## src/rtl/core/assert_macros.svh

```systemverilog
// Assertion helpers shared by the blocks that check themselves.
// Both sample on i_clk and stay quiet while i_rst_n is low.
`ifndef ASSERT_MACROS_SVH
`define ASSERT_MACROS_SVH

`define ASSERT_PROP(lbl, prop, msg) \
    lbl: assert property (@(posedge i_clk) disable iff (!i_rst_n) prop) else $error(msg);

`define ASSERT_NEVER(lbl, expr, msg) \
    `ASSERT_PROP(lbl, !(expr), msg)

`endif

```

## src/rtl/core/pbs_pkg.sv

```systemverilog
package pbs_pkg;

    localparam int DEF_MAX_IMAGE_SIZE = 1024;
    localparam int DEF_MAX_SPLAT_SIZE = 8;

    // configuration register map
    localparam int CFG_IDX_W  = 2;
    localparam int CFG_DATA_W = 24;
    localparam logic [CFG_IDX_W-1:0] REG_IMAGE_SIZE = 2'd0;
    localparam logic [CFG_IDX_W-1:0] REG_SCALE_Q16  = 2'd1;
    localparam logic [CFG_IDX_W-1:0] REG_POINT_SIZE = 2'd2;

    localparam logic [10:0] RST_IMAGE_SIZE = 11'd512;
    localparam logic [23:0] RST_SCALE_Q16  = 24'd3355;
    localparam logic [3:0]  RST_POINT_SIZE = 4'd1;

    // height index: floor(255 * (zc + 200) / 500), the /500 as a reciprocal
    localparam int Z_LOW      = -200;
    localparam int Z_HIGH     = 300;
    localparam int Z_SPAN     = 500;
    localparam int HIDX_RECIP = 134218;
    localparam int HIDX_SHIFT = 26;

    // classified points waiting for the splat sequencer
    localparam int Q_DEPTH = 4;

    typedef struct packed {
        logic full;
        logic empty;
    } t_q_status;

endpackage

```

## src/rtl/core/pbs_front.sv

```systemverilog
module pbs_front #(
    parameter int MAX_IMAGE_SIZE = pbs_pkg::DEF_MAX_IMAGE_SIZE,
    parameter int MAX_SPLAT_SIZE = pbs_pkg::DEF_MAX_SPLAT_SIZE,
    localparam int AW  = $clog2(MAX_IMAGE_SIZE),
    localparam int SZW = $clog2(MAX_IMAGE_SIZE + 1),
    localparam int PSW = $clog2(MAX_SPLAT_SIZE + 1)
) (
    input  logic                i_clk,
    input  logic                i_rst_n,
    input  logic                i_valid,
    output logic                o_stall,
    input  logic signed [19:0]  i_point_x,
    input  logic signed [19:0]  i_point_y,
    input  logic signed [19:0]  i_point_z,
    input  logic [SZW-1:0]      i_size,
    input  logic [23:0]         i_scale,
    input  logic [PSW-1:0]      i_half,
    input  pbs_pkg::t_q_status  i_q_stat,
    output logic                o_push,
    output logic [AW-1:0]       o_cx,
    output logic [AW-1:0]       o_cy,
    output logic [7:0]          o_hidx
);
    import pbs_pkg::*;

    localparam logic signed [19:0] ZL = 20'(Z_LOW);
    localparam logic signed [19:0] ZH = 20'(Z_HIGH);
    localparam logic signed [45:0] RND = 46'sd32768;

    logic                r_s1_vld;
    logic signed [19:0]  r_x;
    logic signed [19:0]  r_y;
    logic signed [19:0]  r_z;

    logic                r_s2_vld;
    logic signed [44:0]  r_prod_x;
    logic signed [44:0]  r_prod_y;
    logic [16:0]         r_hv;

    logic signed [44:0]  prod_x;
    logic signed [44:0]  prod_y;
    logic [8:0]          z_off;
    logic [16:0]         hv;
    logic signed [45:0]  half_q16;
    logic signed [45:0]  cx_full;
    logic signed [45:0]  cy_full;
    logic signed [29:0]  cx;
    logic signed [29:0]  cy;
    logic signed [29:0]  lo_lim;
    logic signed [29:0]  hi_lim;
    logic                keep;
    logic [34:0]         hprod;
    logic                s2_leave;
    logic                s2_free;
    logic                s1_free;

    // stage 1 to 2: both projections and the scaled height
    assign prod_x = r_x * $signed({1'b0, i_scale});
    assign prod_y = r_y * $signed({1'b0, i_scale});

    always_comb begin
        if (r_z < ZL) begin
            z_off = '0;
        end else if (r_z > ZH) begin
            z_off = 9'(Z_SPAN);
        end else begin
            z_off = 9'(r_z - ZL);
        end
    end

    assign hv = {z_off, 8'b0} - {8'b0, z_off};

    // stage 2: round half up, take the floor, test the splat against the borders
    assign half_q16 = $signed(46'(i_size) << 15);
    assign cx_full  = half_q16 + 46'(r_prod_y) + RND;
    assign cy_full  = half_q16 - 46'(r_prod_x) + RND;
    assign cx       = $signed(cx_full[45:16]);
    assign cy       = $signed(cy_full[45:16]);
    assign lo_lim   = $signed(30'(i_half));
    assign hi_lim   = $signed(30'(i_size)) - lo_lim;
    assign keep     = (cx >= lo_lim) && (cx < hi_lim) && (cy >= lo_lim) && (cy < hi_lim);

    assign hprod  = r_hv * 18'(HIDX_RECIP);
    assign o_hidx = hprod[HIDX_SHIFT+7:HIDX_SHIFT];
    assign o_cx   = cx[AW-1:0];
    assign o_cy   = cy[AW-1:0];

    // a dropped point leaves without needing room in the queue
    assign o_push   = r_s2_vld && keep && !i_q_stat.full;
    assign s2_leave = r_s2_vld && (!keep || !i_q_stat.full);
    assign s2_free  = !r_s2_vld || s2_leave;
    assign s1_free  = !r_s1_vld || s2_free;
    assign o_stall  = !s1_free;

    always_ff @(posedge i_clk) begin
        if (!i_rst_n) begin
            r_s1_vld <= 1'b0;
            r_s2_vld <= 1'b0;
        end else begin
            if (s1_free) begin
                r_s1_vld <= i_valid;
            end
            if (s2_free) begin
                r_s2_vld <= r_s1_vld;
            end
        end
    end

    always_ff @(posedge i_clk) begin
        if (s1_free && i_valid) begin
            r_x <= i_point_x;
            r_y <= i_point_y;
            r_z <= i_point_z;
        end
        if (s2_free && r_s1_vld) begin
            r_prod_x <= prod_x;
            r_prod_y <= prod_y;
            r_hv     <= hv;
        end
    end

endmodule

```

## src/rtl/core/pbs_fifo.sv

```systemverilog
module pbs_fifo #(
    parameter int W = 8
) (
    input  logic                i_clk,
    input  logic                i_rst_n,
    input  logic                i_push,
    input  logic [W-1:0]        i_data,
    input  logic                i_pop,
    output logic [W-1:0]        o_data,
    output pbs_pkg::t_q_status  o_stat
);
    import pbs_pkg::*;

    localparam int QPW = $clog2(Q_DEPTH);
    localparam int QCW = $clog2(Q_DEPTH + 1);
    localparam logic [QPW-1:0] PTR_LAST = QPW'(Q_DEPTH - 1);

    logic [W-1:0]   r_mem [Q_DEPTH];
    logic [QPW-1:0] r_wr;
    logic [QPW-1:0] r_rd;
    logic [QCW-1:0] r_cnt;

    assign o_data       = r_mem[r_rd];
    assign o_stat.full  = (r_cnt == QCW'(Q_DEPTH));
    assign o_stat.empty = (r_cnt == '0);

    always_ff @(posedge i_clk) begin
        if (!i_rst_n) begin
            r_wr  <= '0;
            r_rd  <= '0;
            r_cnt <= '0;
        end else begin
            if (i_push) begin
                r_wr <= (r_wr == PTR_LAST) ? '0 : r_wr + 1'b1;
            end
            if (i_pop) begin
                r_rd <= (r_rd == PTR_LAST) ? '0 : r_rd + 1'b1;
            end
            if (i_push && !i_pop) begin
                r_cnt <= r_cnt + 1'b1;
            end else if (!i_push && i_pop) begin
                r_cnt <= r_cnt - 1'b1;
            end
        end
    end

    always_ff @(posedge i_clk) begin
        if (i_push) begin
            r_mem[r_wr] <= i_data;
        end
    end

endmodule

```

## src/rtl/core/pbs_back.sv

```systemverilog
module pbs_back #(
    parameter int MAX_IMAGE_SIZE = pbs_pkg::DEF_MAX_IMAGE_SIZE,
    parameter int MAX_SPLAT_SIZE = pbs_pkg::DEF_MAX_SPLAT_SIZE,
    localparam int AW  = $clog2(MAX_IMAGE_SIZE),
    localparam int SZW = $clog2(MAX_IMAGE_SIZE + 1),
    localparam int PSW = $clog2(MAX_SPLAT_SIZE + 1),
    localparam int CW  = (MAX_SPLAT_SIZE > 1) ? $clog2(MAX_SPLAT_SIZE) : 1
) (
    input  logic                i_clk,
    input  logic                i_rst_n,
    input  pbs_pkg::t_q_status  i_q_stat,
    input  logic [AW-1:0]       i_cx,
    input  logic [AW-1:0]       i_cy,
    input  logic [7:0]          i_hidx,
    output logic                o_pop,
    input  logic [SZW-1:0]      i_size,
    input  logic [PSW-1:0]      i_half,
    input  logic [CW-1:0]       i_ps_last,
    input  logic                i_stall,
    output logic                o_valid,
    output logic [9:0]          o_pixel_col,
    output logic [9:0]          o_pixel_row,
    output logic [19:0]         o_pixel_address,
    output logic [7:0]          o_height_index,
    output logic                o_last_write
);
    import pbs_pkg::*;

    logic             r_gen_vld;
    logic [AW-1:0]    r_col;
    logic [AW-1:0]    r_col0;
    logic [AW-1:0]    r_row;
    logic [CW-1:0]    r_dx;
    logic [CW-1:0]    r_dy;
    logic [7:0]       r_hidx;

    logic             r_out_vld;
    logic [9:0]       r_out_col;
    logic [9:0]       r_out_row;
    logic [19:0]      r_out_addr;
    logic [7:0]       r_out_hidx;
    logic             r_out_last;

    logic             out_ready;
    logic             emit;
    logic             gen_last;
    logic             load_slot;
    logic [AW-1:0]    half_aw;
    logic [AW+SZW-1:0] row_base;
    logic [AW+SZW-1:0] addr_sum;
    logic [31:0]      addr_ext;
    logic [31:0]      col_ext;
    logic [31:0]      row_ext;

    assign out_ready = !r_out_vld || !i_stall;
    assign emit      = r_gen_vld && out_ready;
    assign gen_last  = (r_dx == i_ps_last) && (r_dy == i_ps_last);
    assign load_slot = !r_gen_vld || (emit && gen_last);
    assign o_pop     = load_slot && !i_q_stat.empty;
    assign half_aw   = AW'(i_half);

    assign row_base = r_row * i_size;
    assign addr_sum = row_base + (AW+SZW)'(r_col);
    assign addr_ext = 32'(addr_sum);
    assign col_ext  = 32'(r_col);
    assign row_ext  = 32'(r_row);

    always_ff @(posedge i_clk) begin
        if (!i_rst_n) begin
            r_gen_vld <= 1'b0;
            r_out_vld <= 1'b0;
        end else begin
            if (o_pop) begin
                r_gen_vld <= 1'b1;
            end else if (load_slot) begin
                r_gen_vld <= 1'b0;
            end
            if (out_ready) begin
                r_out_vld <= r_gen_vld;
            end
        end
    end

    // walk the splat row by row, left to right
    always_ff @(posedge i_clk) begin
        if (o_pop) begin
            r_col  <= i_cx - half_aw;
            r_col0 <= i_cx - half_aw;
            r_row  <= i_cy - half_aw;
            r_dx   <= '0;
            r_dy   <= '0;
            r_hidx <= i_hidx;
        end else if (emit) begin
            if (r_dx == i_ps_last) begin
                r_dx  <= '0;
                r_col <= r_col0;
                r_dy  <= r_dy + 1'b1;
                r_row <= r_row + 1'b1;
            end else begin
                r_dx  <= r_dx + 1'b1;
                r_col <= r_col + 1'b1;
            end
        end
    end

    always_ff @(posedge i_clk) begin
        if (emit) begin
            r_out_col  <= col_ext[9:0];
            r_out_row  <= row_ext[9:0];
            r_out_addr <= addr_ext[19:0];
            r_out_hidx <= r_hidx;
            r_out_last <= gen_last;
        end
    end

    assign o_valid         = r_out_vld;
    assign o_pixel_col     = r_out_col;
    assign o_pixel_row     = r_out_row;
    assign o_pixel_address = r_out_addr;
    assign o_height_index  = r_out_hidx;
    assign o_last_write    = r_out_last;

endmodule

```

## src/rtl/core/point_to_bev_pixel_splat.sv

```systemverilog
// Path: an accepted point passes the front pipeline, the queue, the splat sequencer and the output
// register on its way to its first pixel word. Throughput: one point per cycle in while o_stall is
// low; a kept point holds the sequencer for point_size squared pixel words, one pixel word per
// cycle while i_stall allows; splat area sets the sustained rate. Dropped points produce nothing.
// Reset: synchronous, active low; clears the pipeline, the queue and the sequencer and
// loads image_size 512, scale_q16 3355, point_size 1. No clearing pass.
module point_to_bev_pixel_splat #(
    parameter int MAX_IMAGE_SIZE = pbs_pkg::DEF_MAX_IMAGE_SIZE,
    parameter int MAX_SPLAT_SIZE = pbs_pkg::DEF_MAX_SPLAT_SIZE
) (
    input  logic                            i_clk,
    input  logic                            i_rst_n,
    input  logic                            i_cfg_we,
    input  logic [pbs_pkg::CFG_IDX_W-1:0]   i_cfg_index,
    input  logic [pbs_pkg::CFG_DATA_W-1:0]  i_cfg_data,
    input  logic                            i_valid,
    output logic                            o_stall,
    input  logic signed [19:0]              i_point_x,
    input  logic signed [19:0]              i_point_y,
    input  logic signed [19:0]              i_point_z,
    output logic                            o_valid,
    input  logic                            i_stall,
    output logic [9:0]                      o_pixel_col,
    output logic [9:0]                      o_pixel_row,
    output logic [19:0]                     o_pixel_address,
    output logic [7:0]                      o_height_index,
    output logic                            o_last_write
);
    import pbs_pkg::*;

    localparam int AW  = $clog2(MAX_IMAGE_SIZE);
    localparam int SZW = $clog2(MAX_IMAGE_SIZE + 1);
    localparam int PSW = $clog2(MAX_SPLAT_SIZE + 1);
    localparam int CW  = (MAX_SPLAT_SIZE > 1) ? $clog2(MAX_SPLAT_SIZE) : 1;
    localparam int QW  = 2 * AW + 8;

    logic [10:0]    r_image_size;
    logic [23:0]    r_scale;
    logic [3:0]     r_point_size;

    logic [SZW-1:0] size;
    logic [PSW-1:0] ps;
    logic [PSW-1:0] half;
    logic [CW-1:0]  ps_last;

    t_q_status      q_stat;
    logic           push;
    logic           pop;
    logic [AW-1:0]  push_cx;
    logic [AW-1:0]  push_cy;
    logic [7:0]     push_hidx;
    logic [QW-1:0]  head;

    always_ff @(posedge i_clk) begin
        if (!i_rst_n) begin
            r_image_size <= RST_IMAGE_SIZE;
            r_scale      <= RST_SCALE_Q16;
            r_point_size <= RST_POINT_SIZE;
        end else if (i_cfg_we) begin
            case (i_cfg_index)
                REG_IMAGE_SIZE: r_image_size <= i_cfg_data[10:0];
                REG_SCALE_Q16:  r_scale      <= i_cfg_data[23:0];
                REG_POINT_SIZE: r_point_size <= i_cfg_data[3:0];
                default: begin
                end
            endcase
        end
    end

    // saturate size and splat side to what the hardware is built for; a splat side of 0 counts as 1
    assign size = (32'(r_image_size) > 32'(MAX_IMAGE_SIZE)) ? SZW'(MAX_IMAGE_SIZE)
                                                            : SZW'(r_image_size);

    always_comb begin
        if (r_point_size == '0) begin
            ps = PSW'(1);
        end else if (r_point_size > 4'(MAX_SPLAT_SIZE)) begin
            ps = PSW'(MAX_SPLAT_SIZE);
        end else begin
            ps = PSW'(r_point_size);
        end
    end

    assign half    = ps >> 1;
    assign ps_last = CW'(ps - 1'b1);

    pbs_front #(
        .MAX_IMAGE_SIZE (MAX_IMAGE_SIZE),
        .MAX_SPLAT_SIZE (MAX_SPLAT_SIZE)
    ) u_front (
        .i_clk     (i_clk),
        .i_rst_n   (i_rst_n),
        .i_valid   (i_valid),
        .o_stall   (o_stall),
        .i_point_x (i_point_x),
        .i_point_y (i_point_y),
        .i_point_z (i_point_z),
        .i_size    (size),
        .i_scale   (r_scale),
        .i_half    (half),
        .i_q_stat  (q_stat),
        .o_push    (push),
        .o_cx      (push_cx),
        .o_cy      (push_cy),
        .o_hidx    (push_hidx)
    );

    pbs_fifo #(
        .W (QW)
    ) u_fifo (
        .i_clk   (i_clk),
        .i_rst_n (i_rst_n),
        .i_push  (push),
        .i_data  ({push_cx, push_cy, push_hidx}),
        .i_pop   (pop),
        .o_data  (head),
        .o_stat  (q_stat)
    );

    pbs_back #(
        .MAX_IMAGE_SIZE (MAX_IMAGE_SIZE),
        .MAX_SPLAT_SIZE (MAX_SPLAT_SIZE)
    ) u_back (
        .i_clk           (i_clk),
        .i_rst_n         (i_rst_n),
        .i_q_stat        (q_stat),
        .i_cx            (head[QW-1:AW+8]),
        .i_cy            (head[AW+7:8]),
        .i_hidx          (head[7:0]),
        .o_pop           (pop),
        .i_size          (size),
        .i_half          (half),
        .i_ps_last       (ps_last),
        .i_stall         (i_stall),
        .o_valid         (o_valid),
        .o_pixel_col     (o_pixel_col),
        .o_pixel_row     (o_pixel_row),
        .o_pixel_address (o_pixel_address),
        .o_height_index  (o_height_index),
        .o_last_write    (o_last_write)
    );

`include "assert_macros.svh"

    // a splat never reaches past the image border
    `ASSERT_PROP(a_pixel_inside, o_valid |-> (o_pixel_col < size) && (o_pixel_row < size), "pixel outside image")
    // the rest of a splat is already queued in the sequencer when a word leaves
    `ASSERT_PROP(a_splat_continues, (o_valid && !i_stall && !o_last_write) |=> o_valid, "splat cut short")
    `ASSERT_NEVER(a_queue_status, q_stat.full && q_stat.empty, "queue full and empty")

endmodule
```

## config.mk

```make
export PLATFORM = sky130hd
export DESIGN_NAME = point_to_bev_pixel_splat
export DESIGN_NICKNAME = d
export VERILOG_FILES = /design/src/rtl/core/pbs_pkg.sv /design/src/rtl/core/pbs_front.sv /design/src/rtl/core/pbs_fifo.sv /design/src/rtl/core/pbs_back.sv /design/src/rtl/core/point_to_bev_pixel_splat.sv
export VERILOG_INCLUDE_DIRS = /design/src /design/src/rtl/core
export SDC_FILE = /design/constraint.sdc
export NUM_CORES = 2
export LEC_CHECK = 0
export BUFFER_PORTS_ARGS = -buffer_cell sky130_fd_sc_hd__buf_2
export CAP_MARGIN = 0
export CELL_PAD_IN_SITES_DETAIL_PLACEMENT = 0
export CELL_PAD_IN_SITES_GLOBAL_PLACEMENT = 2
export CORE_UTILIZATION = 43
export DETAILED_ROUTE_END_ITERATION = 8
export PLACE_DENSITY = 0.94
export REMOVE_ABC_BUFFERS = 1
export SLEW_MARGIN = 25
export SYNTH_ARGS = -nofsm -noshare
export SYNTH_HDL_FRONTEND = slang
export SYNTH_SLANG_ARGS = --single-unit
```

## constraint.sdc

```tcl
create_clock -name i_clk -period 11.8 [get_ports i_clk]
set_input_delay 1.18 -clock i_clk [delete_from_list [all_inputs] [get_ports i_clk]]
set_output_delay 1.18 -clock i_clk [all_outputs]
set_load 0.03 [all_outputs]
```

==> summary.md <==
| Metric | Value |
|---|---|
| Unrepaired setup endpoints after global routing | no |
| Worst endpoint required time | between 10 and 15 ns |
| Clock sink count | 409 |
| Port Buf Inserts | about 140 |
| Synth top area share | 32.0% |
| FFs w/ async S/R, synth | 0% |
| Logic pwr share | 72.9% |
| Warning count from the yosys run | 0 |
| Vias/cell | roughly 5.2 |
| Vias in the first global route | 41.4k |
| Net Sw Frac | 48.8% |
| Slew at the pin closest to its max-slew limit | 1.13 ns |
| FF-to-FF Start | u_front.r_x[8] |
| Status | completed |
| Met2 Track Usage GR | 34.1% |
| Most Crowded Layer GR | met2 |
| Switching pwr | between 7000 and 8000 uW |
| Placed Area | 59,600 sq um |
| Worst Path Max Fanout | 16 |
| Fin crit share | 71.3% |
| Kind of critical path | flop to primary output |
| Post-CTS Repair Setup Buffers | 0 |
| Initial core utilization | roughly 43% |
| Average size of a mapped cell | roughly 10 sq um |
| Cells after synthesis | approximately 5.7k |
| Die area | 134,000 sq um |
| GR Util met1 | 31.5% |
| Main synth FF type | edfxtp_1 |
| Number of enable flip-flop cells after synthesis | 351 |
| Final hold violation count | 0 |
| DR WL/cell | between 15 and 20 um |
| Routed WL | 143 mm |
| Proportion of layout cells with a drive suffix above 1 | 6.20% |
| Largest net degree at the start of global routing | 76 |
| First-pass GRT wire length | ~230 mm |
| CTS tree | yes |
| Clk_lat worst skew | ~0.65 ns |
| Global placer's final weighted congestion | 0.901 |
| #FFs+latches synth | 409 |
| Minimum clock period | 8.41 ns |
| Yosys cell types | 80 |
| Top-count cell post-synth | inv_1 |
| H-tree lvl count | 2 |
| Most frequent cells after synthesis | inv_1, fa_1, nand2_1 |
| Max VDD drop | about 0.44 mV |
| PostCTS Resize Cnt | 0 |
| HPWL after detailed placement | about 110 mm |
| P_int | around 8000 uW |
| Total global-route track usage | 21.7% |
| GR Layer Usage met3 | between 3 and 4% |
| CP startpoint kind | flop |
| Clock network fraction of total power | 9.5% |
| Post-layout instance area | 61,300 sq um |
| Clock transition time at the flip-flop clock pins of the worst setup and hold paths | roughly 0.060 ns |
| Pre-antenna DRT Iters | 5 |
| Clock Path Buffers | 3 |
| Total gr overflow | 0 |
| Antenna-violating nets left | 0 |
| Fmax | ~120 MHz |
| Seq/Total Area, Yosys | 20.5% |
| CP startpoint | r_image_size[10] |
| Worst Hold Launch | u_back.r_hidx[7] |
| Power density over the cells | around 260 nW/um^2 |
| Setup tns final | 0 ns |
| Critical Path End Type | primary output |
| Initial antenna violation count | 4 |
| Synth Cell Area | roughly 57,000 sq um |
| Final setup vio count | 0 |
| Area Growth Syn to Fin | 7.51% |
| Fin nets | 7,400 |
| Core footprint | around 130,000 sq um |
| Max Slew Vio Count | 0 |
| CTS Hold Bufs | 0 |
| Initial drt markers | 2,668 |
| Io pins | roughly 140 |
| Vias | ~39k |
| # diodes | 0 |
| Post-synth top area cell | fa_1 |
| Critical Path AT | 7.23 ns |
| Chip height | 366 um |
| Die width | 366 um |
| P_leak | 0.0287 uW |
| Max-Cap Viols | 0 |
| Relative slew slack | approximately a quarter |
| Worst min-delay path class | flop to flop |
| Top cells by area in the synthesized netlist | fa_1, edfxtp_1, ha_1 |
| Seq pwr share | between 10% and 20% |
| Root Buffer | clkbuf_16 |
| Residual DRC count | 0 |
| Row cnt | 133 |
| Final Skew | between 0.03 and 0.04 ns |
| CTS buffer count | 48 |
-- worst paths after layout --
| kind | to | depth (start not counted) | slack (ns) |
|---|---|---|---|
| worst min-delay path | u_back.o_height_index[7] | 0 | 0.41 |
| worst min register to register | u_back.o_height_index[7] | 0 | 0.41 |
| worst max register to register | u_front.r_prod_x[43] | 26 | 3.39 |
| worst max-delay path | o_stall | 22 | 3.39 |
-- stage by stage --
step	worst slack (ns)	utilization, %	total power (uW)	instances	hold slack (ns)
CTS	3.29	46.6	16100	7507	0.416
detailed placement	3.46	45.3	14500	7418	0.405
finish	3.39	46.6	16100	7510	0.415
global placement	3.56	45.3	14200	7417	0.406
global route	3.03	46.6	17800	7510	0.423
floorplan	2.12	-	11200	5450	0.400
-- cells in the final DEF (no fill, tap or decap), drive strengths merged, types with 108 or more instances in the layout --
cell	n
inv	1055
a21oi	108
fa	911
ha	682
nand2	844
nor2	146
xnor2	137
buf	216
and2	379
edfxtp	351
-- critical path, cell delays in order (launching register included) --
cell	delay [ns]
dfxtp_1	0.62
buf_4	0.36
nor2b_1	0.10
ha_1	0.29
ha_1	0.35
a21o_1	0.17
a21o_1	0.19
a22o_4	0.28
o21a_4	0.22
nor4_1	0.47
nor2_1	0.21
xnor2_1	0.17
ha_1	0.30
a21o_1	0.16
a21o_1	0.17
a21oi_1	0.15
nor2_1	0.05
a2111oi_0	0.48
o221ai_1	0.28
or4_1	0.65
and4bb_4	0.42
and3_4	0.23
buf_2	0.26
-- power by group through the flow --
stage / logic [uW] / clock network, uW / registers (uW)
floorplan: 8280 / 0 / 2950
global placement: 11400 / 0 / 2860
detailed placement: 11600 / 0 / 2870
CTS: 11700 / 1570 / 2840
global route: 13300 / 1610 / 2880
finish: 11700 / 1520 / 2840
-- logic make-up (layout without fill, tap and decap cells) --
family / after synthesis / in the layout / share of synthesized area (%)
buf+inv: 1281 / 1356 / 8.44
mux: 54 / 54 / 1.57
simple gates: 1706 / 1706 / 14.3
compound gates: 432 / 432 / 5.02
xor+xnor: 205 / 205 / 3.15
fa+ha+maj: 1593 / 1593 / 47.0
flops: 409 / 409 / 20.5
-- per-layer routing --
metal / vias up / share of wire, %
met1: 19800 / 46
met5: - / 0.0049
li1: 18000 / -
met4: 2 / 2.1
met2: 1226 / 44
met3: 194 / 7.6
-- cell type report --
cell class / count / area [sq um]
clock buffer: 58 / 1270
timing repair buffer: 216 / 1290
multi-input combinational: 3990 / 40500
clock inverter: 31 / 353
fill: 12400 / 70200
tap: 1755 / 2200
inverter: 1051 / 3950
sequential: 409 / 11700
-- registers in the layout, indices dropped and copies added, names as in the netlist, 8 cells and up, named ones only --
register	cells
u_back.o_height_index	8
u_back.o_pixel_row	10
u_front.r_hv	17
u_fifo.r_mem	112
r_image_size	11
u_back.r_col	10
u_front.r_prod_x	45
u_front.r_y	20
u_back.o_pixel_address	20
u_front.r_x	20
u_front.r_prod_y	30
r_scale	24
u_back.o_pixel_col	10
u_back.r_col0	10
u_back.r_hidx	8
u_back.r_row	10
u_front.r_z	20
(Power assumes the default switching activity.)
